$ cat src/sssd_pkg.sv
// Shared types, constants and the segment decoder for the seven-segment scan driver.
// No dependencies.
package sssd_pkg;

    typedef logic [4:0] code_t;

    typedef struct packed {
        logic [7:0] seg;
        logic [3:0] en;
    } pin_state_t;

    localparam logic KIND_REFRESH = 1'b0;
    localparam logic KIND_LOAD    = 1'b1;

    localparam code_t       CODE_BLANK = 5'd25;
    localparam logic [15:0] MAX_VALUE  = 16'd9999;
    localparam logic [13:0] LIMIT_3DIG = 14'd999;
    localparam logic [13:0] LIMIT_2DIG = 14'd99;
    localparam logic [13:0] LIMIT_1DIG = 14'd9;

    // Reciprocals, exact over 0..9999: x/10 = x*52429>>19, x/100 = x*5243>>19,
    // x/1000 = x*8389>>23
    localparam logic [15:0] RECIP_10   = 16'd52429;
    localparam logic [12:0] RECIP_100  = 13'd5243;
    localparam logic [13:0] RECIP_1000 = 14'd8389;

    function automatic logic [7:0] seg_decode(input code_t code);
        logic [7:0] seg;
        unique case (code)
            5'd0:    seg = 8'b0011_1111;
            5'd1:    seg = 8'b0000_0110;
            5'd2:    seg = 8'b0101_1011;
            5'd3:    seg = 8'b0100_1111;
            5'd4:    seg = 8'b0110_0110;
            5'd5:    seg = 8'b0110_1101;
            5'd6:    seg = 8'b0111_1101;
            5'd7:    seg = 8'b0000_0111;
            5'd8:    seg = 8'b0111_1111;
            5'd9:    seg = 8'b0110_1111;
            default: seg = 8'b0000_0000;
        endcase
        return seg;
    endfunction

endpackage

$ cat src/sssd_split.sv
// Binary to four decimal digit codes with leading-zero blanking.
// Depends on sssd_pkg.
module sssd_split (
    input  logic [15:0]        value,
    output logic               in_range,
    output sssd_pkg::code_t    codes [4]
);
    import sssd_pkg::*;

    logic [13:0] v;
    logic [29:0] p10;
    logic [26:0] p100;
    logic [27:0] p1000;
    logic [9:0]  q10;
    logic [6:0]  q100;
    logic [3:0]  q1000;
    logic [13:0] m10_q10;
    logic [9:0]  m10_q100;
    logic [6:0]  m10_q1000;
    logic [13:0] d0;
    logic [9:0]  d1;
    logic [6:0]  d2;

    assign in_range = (value <= MAX_VALUE);
    assign v        = value[13:0];

    assign p10   = 30'(v) * 30'(RECIP_10);
    assign p100  = 27'(v) * 27'(RECIP_100);
    assign p1000 = 28'(v) * 28'(RECIP_1000);

    assign q10   = p10[28:19];
    assign q100  = p100[25:19];
    assign q1000 = p1000[26:23];

    // times ten as shift and add
    assign m10_q10   = 14'({q10, 3'b000})  + 14'({q10, 1'b0});
    assign m10_q100  = 10'({q100, 3'b000}) + 10'({q100, 1'b0});
    assign m10_q1000 = 7'({q1000, 3'b000}) + 7'({q1000, 1'b0});

    assign d0 = v - m10_q10;
    assign d1 = q10 - m10_q100;
    assign d2 = q100 - m10_q1000;

    assign codes[0] = {1'b0, d0[3:0]};
    assign codes[1] = (v <= LIMIT_1DIG) ? CODE_BLANK : {1'b0, d1[3:0]};
    assign codes[2] = (v <= LIMIT_2DIG) ? CODE_BLANK : {1'b0, d2[3:0]};
    assign codes[3] = (v <= LIMIT_3DIG) ? CODE_BLANK : {1'b0, q1000};

endmodule

$ cat src/sssd_scan.sv
// Display state: digit codes, scan pointer and the logical segment/enable latches.
// Depends on sssd_pkg and sssd_split.
module sssd_scan (
    input  logic                   clk,
    input  logic                   rst_n,
    input  logic                   step,
    input  logic                   kind,
    input  logic [15:0]            value,
    output sssd_pkg::pin_state_t   latch_next
);
    import sssd_pkg::*;

    code_t       codes_reg [4];
    code_t       codes_next [4];
    code_t       split_codes [4];
    logic        split_ok;
    logic [2:0]  ptr_reg;
    logic [2:0]  ptr_next;
    pin_state_t  latch_reg;

    sssd_split u_split (
        .value    (value),
        .in_range (split_ok),
        .codes    (split_codes)
    );

    always_comb
    begin
        codes_next = codes_reg;
        ptr_next   = ptr_reg;
        latch_next = latch_reg;
        if (step)
        begin
            if (kind == KIND_LOAD)
            begin
                if (split_ok)
                    codes_next = split_codes;
            end
            else
            begin
                latch_next.en = 4'b0000;
                if (!ptr_reg[2])
                begin
                    latch_next.seg = seg_decode(codes_reg[ptr_reg[1:0]]);
                    latch_next.en  = 4'b0001 << ptr_reg[1:0];
                    ptr_next       = ptr_reg + 3'd1;
                end
                else
                begin
                    // fifth slot: all dark, segments kept
                    ptr_next = 3'd0;
                end
            end
        end
    end

    always_ff @(posedge clk or negedge rst_n)
    begin
        if (!rst_n)
        begin
            for (int i = 0; i < 4; i++)
                codes_reg[i] <= CODE_BLANK;
            ptr_reg   <= 3'd0;
            latch_reg <= '0;
        end
        else
        begin
            codes_reg <= codes_next;
            ptr_reg   <= ptr_next;
            latch_reg <= latch_next;
        end
    end

endmodule

$ cat src/seven_segment_scan_driver.sv
// Top level of the four-digit multiplexed seven-segment scan driver.
// Depends on sssd_pkg and sssd_scan.
//
// Input channel (in_valid/in_ready, kind, display_value): kind 1 loads a
// value of 0..9999 into the four digits (leading zeros blanked, units kept);
// larger values are ignored. kind 0 is a refresh tick that lights the next
// digit in a five-slot scan (four digits and one dark slot).
// Output channel (out_valid/out_ready, segment_pins, digit_pins): one word
// per input word, the pin levels after that word, in order.
// cfg_we/cfg_wdata selects pin polarity (1 inverts all pins for common
// anode wiring); write it while idle.
// Timing: an accepted word passes the input register, then the result register,
// which raises out_valid; an output stall can hold it in the input register.
// Throughput: one word per cycle while out_ready stays high, limited only by the single-stage update
// of the display state.
// When the receiver stalls, the result register holds and the input
// register takes one more word; in_ready then drops until out_ready.
// Reset: digits blank, scan pointer zero, latches dark, common cathode,
// both channels empty; the pin ports are undefined until the first result.
module seven_segment_scan_driver (
    input  logic        clk,
    input  logic        rst_n,
    input  logic        cfg_we,
    input  logic        cfg_wdata,
    input  logic        in_valid,
    output logic        in_ready,
    input  logic        kind,
    input  logic [15:0] display_value,
    output logic        out_valid,
    input  logic        out_ready,
    output logic [7:0]  segment_pins,
    output logic [3:0]  digit_pins
);
    import sssd_pkg::*;

    logic        anode_reg;
    logic        s1_valid_reg;
    logic        s1_kind_reg;
    logic [15:0] s1_value_reg;
    logic        out_valid_reg;
    logic        out_valid_next;
    logic [7:0]  seg_reg;
    logic [3:0]  dig_reg;
    logic        advance;
    logic        in_take;
    pin_state_t  latch_next;

    assign advance  = s1_valid_reg && (!out_valid_reg || out_ready);
    assign in_ready = !s1_valid_reg || advance;
    assign in_take  = in_valid && in_ready;

    sssd_scan u_scan (
        .clk        (clk),
        .rst_n      (rst_n),
        .step       (advance),
        .kind       (s1_kind_reg),
        .value      (s1_value_reg),
        .latch_next (latch_next)
    );

    always_comb
    begin
        out_valid_next = out_valid_reg;
        if (advance)
            out_valid_next = 1'b1;
        else if (out_ready)
            out_valid_next = 1'b0;
    end

    always_ff @(posedge clk or negedge rst_n)
    begin
        if (!rst_n)
        begin
            anode_reg     <= 1'b0;
            s1_valid_reg  <= 1'b0;
            out_valid_reg <= 1'b0;
        end
        else
        begin
            if (cfg_we)
                anode_reg <= cfg_wdata;
            if (in_take)
                s1_valid_reg <= 1'b1;
            else if (advance)
                s1_valid_reg <= 1'b0;
            out_valid_reg <= out_valid_next;
        end
    end

    always_ff @(posedge clk)
    begin
        if (in_take)
        begin
            s1_kind_reg  <= kind;
            s1_value_reg <= display_value;
        end
        if (advance)
        begin
            seg_reg <= anode_reg ? ~latch_next.seg : latch_next.seg;
            dig_reg <= anode_reg ? latch_next.en : ~latch_next.en;
        end
    end

    assign out_valid    = out_valid_reg;
    assign segment_pins = seg_reg;
    assign digit_pins   = dig_reg;

endmodule

$ cat config.mk
export PLATFORM = sky130hd
export DESIGN_NAME = seven_segment_scan_driver
export DESIGN_NICKNAME = d
export VERILOG_FILES = /design/src/sssd_pkg.sv /design/src/sssd_split.sv /design/src/sssd_scan.sv /design/src/seven_segment_scan_driver.sv
export SDC_FILE = /design/constraint.sdc
export NUM_CORES = 1
export LEC_CHECK = 0
export BUFFER_PORTS_ARGS = -buffer_cell sky130_fd_sc_hd__buf_2
export CAP_MARGIN = 20
export CORE_MARGIN = 4
export CORE_UTILIZATION = 60
export DETAILED_ROUTE_END_ITERATION = 12
export MAX_ROUTING_LAYER = met4
export PLACE_DENSITY = 0.77
export SYNTH_ARGS = -nofsm -noshare
export SYNTH_HDL_FRONTEND = slang
export SYNTH_HIERARCHICAL = 1
export SYNTH_SLANG_ARGS = --single-unit
$ cat constraint.sdc
create_clock -name clk -period 20.1 [get_ports clk]
set_input_delay 4.02 -clock clk [delete_from_list [all_inputs] [get_ports clk]]
set_output_delay 4.02 -clock clk [all_outputs]
set_load 0.01 [all_outputs]
==> results.md <==
- CTS tree: yes
- XOR/XNOR Fraction of Synth Area: 3.33%
- DIE WIDTH: 145 um
- Peak per-stage delay on the critical path: between 0.15 and 0.2 ns
- RSZ-0062 raised after global routing: no
- Final period util: 42.2%
- Total GRT Usage: 26.5%
- Worst EP arrival: 4.45 ns
- CP Class: in2out
- Post-CTS Resized: 0
- Rows: 49
- Status: completed
- Vias in the first global route: about 8,100
- Worst slew margin: 33.8%
- F_max: 0.118 GHz
- Source of the critical timing path: out_ready
- Hold path depth: 1
- R2r setup slk: 12.24 ns
- Flops & latches, synth: 67
- GP Congestion: 1.01
- Ports: 37
- Synth-to-layout area growth: 6.39%
- Final #Nets: between 1,500 and 2,000
- Worst Setup Start Kind: input port
- Initial DRC Count: between 400 and 500
- Worst-Skew Late Latency: about 0.33 ns
- Mapped Area: ~11,000 um2
- Mapped Nets: 1,493
- Peak fanout along the critical path: 3
- Largest family of logic cells by synthesized area: adder cells
- # setup viols final: 0
- Reg2Reg Launch Point: s1_value_reg[12]
- Core area: roughly 18,000 um2
- Post-synth top flop: edfxtp_1
- Per-cell routed wire length: 19.0 um
- Num CTS Buffers: 9
- CTS sink cnt: 67
- Most frequent CP cell: buf_2
- Max capacitance violation total: 0
- Hold crit path type: reg2reg
- Setup TNS: 0 ns
- Mapped Cells: between 1,000 and 1,500
- Critical-path cell list: buf_2 > nand3b_1 > buf_2
- Netlist cell types: 75
- Seq/Total Area, Yosys: between 10% and 20%
- Vias post-DR: 7,708
- First-pass GRT wire length: 40,900 um
- Hold Startpoint: s1_valid_reg
- Util after Layout: between 60% and 70%
- Antenna diode count: 0
- # DRC: 0
- Req. time, crit path: 16.08 ns
- GR Overflow Total: 0
- Top Usage Layer GRT: met2
- Syn avg cell area: just over 10 um2
- Die extent in y: about 140 um
- Vias per cell: 5.69
- Post-synth EDFFs: 29
- CP endpoint kind: primary output
- Clk slew on worst S/H paths: approximately 0.06 ns
- Initial antenna violation count: 0
- Final wirelength: 25,800 um
- Yosys warning count: 6
- Setup Skew: between 0.006 and 0.007 ns
- Simple-Gate Fraction of Synth Area: 6.29%
- H-Tree Depth: 3
- Final-report hold violation count: 0
- CTS hold repair buffers: 0
- Compound-Gate Fraction of Synth Area: 7.43%
- Fillers: 1,382
- Largest net degree at the start of global routing: 39
- Number of flip-flops in the largest register: 20
- Pins Over Slew Limit: 0
- Post-synth ARST share: 56.7%
- Minimum clock period: around 8.5 ns
- Clock Path Buffers: 2
- Die area: 20,900 um2
- PortBufs: 36
- ANT nets after route: 0
- Post-Synth Adder-Cell Area: 52.7%
- Worst slew pin tran: 0.990 ns
- Crit-path slowest cell: nand3b_1
- Multiplexer share of the synthesized area: 3.37%
- Share of layout cells above drive strength 1: under 10%
- Initial Utilization: ~62%
- HPWL Detailed: about 22,000 um
- GRT met3 Usage: under 10%
- R2R depth: 28
- M1 GR Usage: 33.6%
- Post-CTS setup buffers: 0
- Root Buffer: clkbuf_16
- DRT Pass-1 Iters: 5
- Met2 Use GR: 42.6%
-- cell families (layout without fill, tap and decap cells) --
family,after synthesis,count (layout)
adders and majority gates,391,391
muxes,28,28
DFF,67,67
and+or+nand+nor,130,130
xor gates and xnor gates,41,41
AOI/OAI and AO/OA,118,118
other,1,1
buffers and inverters,303,349
-- worst paths after layout --
kind | to
worst min-delay path | out_valid
max in group asynchronous | u_scan/codes_reg[16]
worst min register to register | out_valid
worst max register to register | u_scan/codes_reg[13]
min in group asynchronous | u_scan/latch_reg[11]
worst max-delay path | in_ready
-- synth_stat cells, types with 2 or more instances --
library cell	count	share of area (%)
inv_1	295	9.9
a21oi_1	22	0.98
fa_1	134	24
a221o_1	4	0.36
o21ai_0	24	1.1
mux2_2	21	2.1
nand4b_1	2	0.16
or2_2	2	0.11
and2_1	5	0.28
o21a_1	9	0.60
buf_4	2	0.13
ha_1	257	29
a311o_1	2	0.18
or2_1	2	0.11
xor2_1	17	1.3
xnor2_1	23	1.8
a211o_1	2	0.16
o31ai_1	2	0.13
o211ai_1	7	0.47
mux2i_1	2	0.18
dfstp_2	12	2.8
nand3_1	11	0.49
buf_6	3	0.30
dfrtp_1	26	5.8
mux4_1	2	0.47
a211oi_1	5	0.34
nand2b_1	12	0.67
clkbuf_1	3	0.10
and3_1	4	0.22
a21o_1	11	0.74
nor2_1	24	0.80
nor3_1	8	0.36
and4_1	3	0.23
edfxtp_1	29	7.8
a31oi_1	4	0.22
o21bai_1	2	0.13
a211oi_2	3	0.34
nor2b_1	6	0.34
nand4_1	7	0.39
a21oi_2	2	0.16
mux4_2	3	0.60
or3_1	2	0.11
nand2_1	31	1.0
-- per-layer routing --
layer | part of all wire [%] | routed length (um)
met2 | 48 | 12400
met1 | 41 | 10600
met5 | 0 | 0
met3 | 7.0 | 1810
met4 | 4.0 | 1030
-- cell type report --
class / instances / area [um2] / area share [%]
well taps: 229 / 287 / 2.41
clock buffers: 9 / 225 / 1.89
inverters: 295 / 1110 / 9.30
clock inverters: 7 / 68.8 / 0.578
multi-input cells: 709 / 8190 / 68.8
flip-flops and latches: 67 / 1840 / 15.4
repair buffers: 38 / 195 / 1.64
-- critical path: cells and delay by family --
family	cells	cell delay [ns]
buf+inv	2	0.26
simple gates	1	0.17
-- metrics by stage --
step                setup WS [ns]  cell area [um2]  hold WS [ns]  std cells
floorplan                   11.85            11200         0.449       1079
global placement            11.64            11600         0.465       1338
detailed placement          11.63            11600         0.481       1338
CTS                         11.63            11900         0.493       1354
global route                11.61            11900         0.507       1354
finish                      11.63            11900         0.489       1354
-- cells in the final DEF, fill, tap and decap left out, types with 3 or more instances in the layout --
cell,netlist,layout
nand3_1,11,11
dfrtp_1,26,26
and3_1,4,4
mux4_2,3,3
nand2b_1,12,12
nand2_1,31,31
a221o_1,4,4
o21a_1,9,9
a21o_1,11,11
dfstp_2,12,12
a21oi_1,22,22
a211oi_1,5,5
nor2_1,24,24
xnor2_1,23,23
o21ai_0,24,24
nor3_1,8,8
o211ai_1,7,7
and4_1,3,3
xor2_1,17,17
nand4_1,7,7
clkbuf_16,0,9
a211oi_2,3,3
inv_1,295,295
ha_1,257,257
edfxtp_1,29,29
a31oi_1,4,4
buf_2,0,36
fa_1,134,134
mux2_2,21,21
and2_1,5,5
nor2b_1,6,6
Power is left out: the tool's default activity adds up to more than one toggle a clock period on the data nets, which glitch-free logic cannot reach.
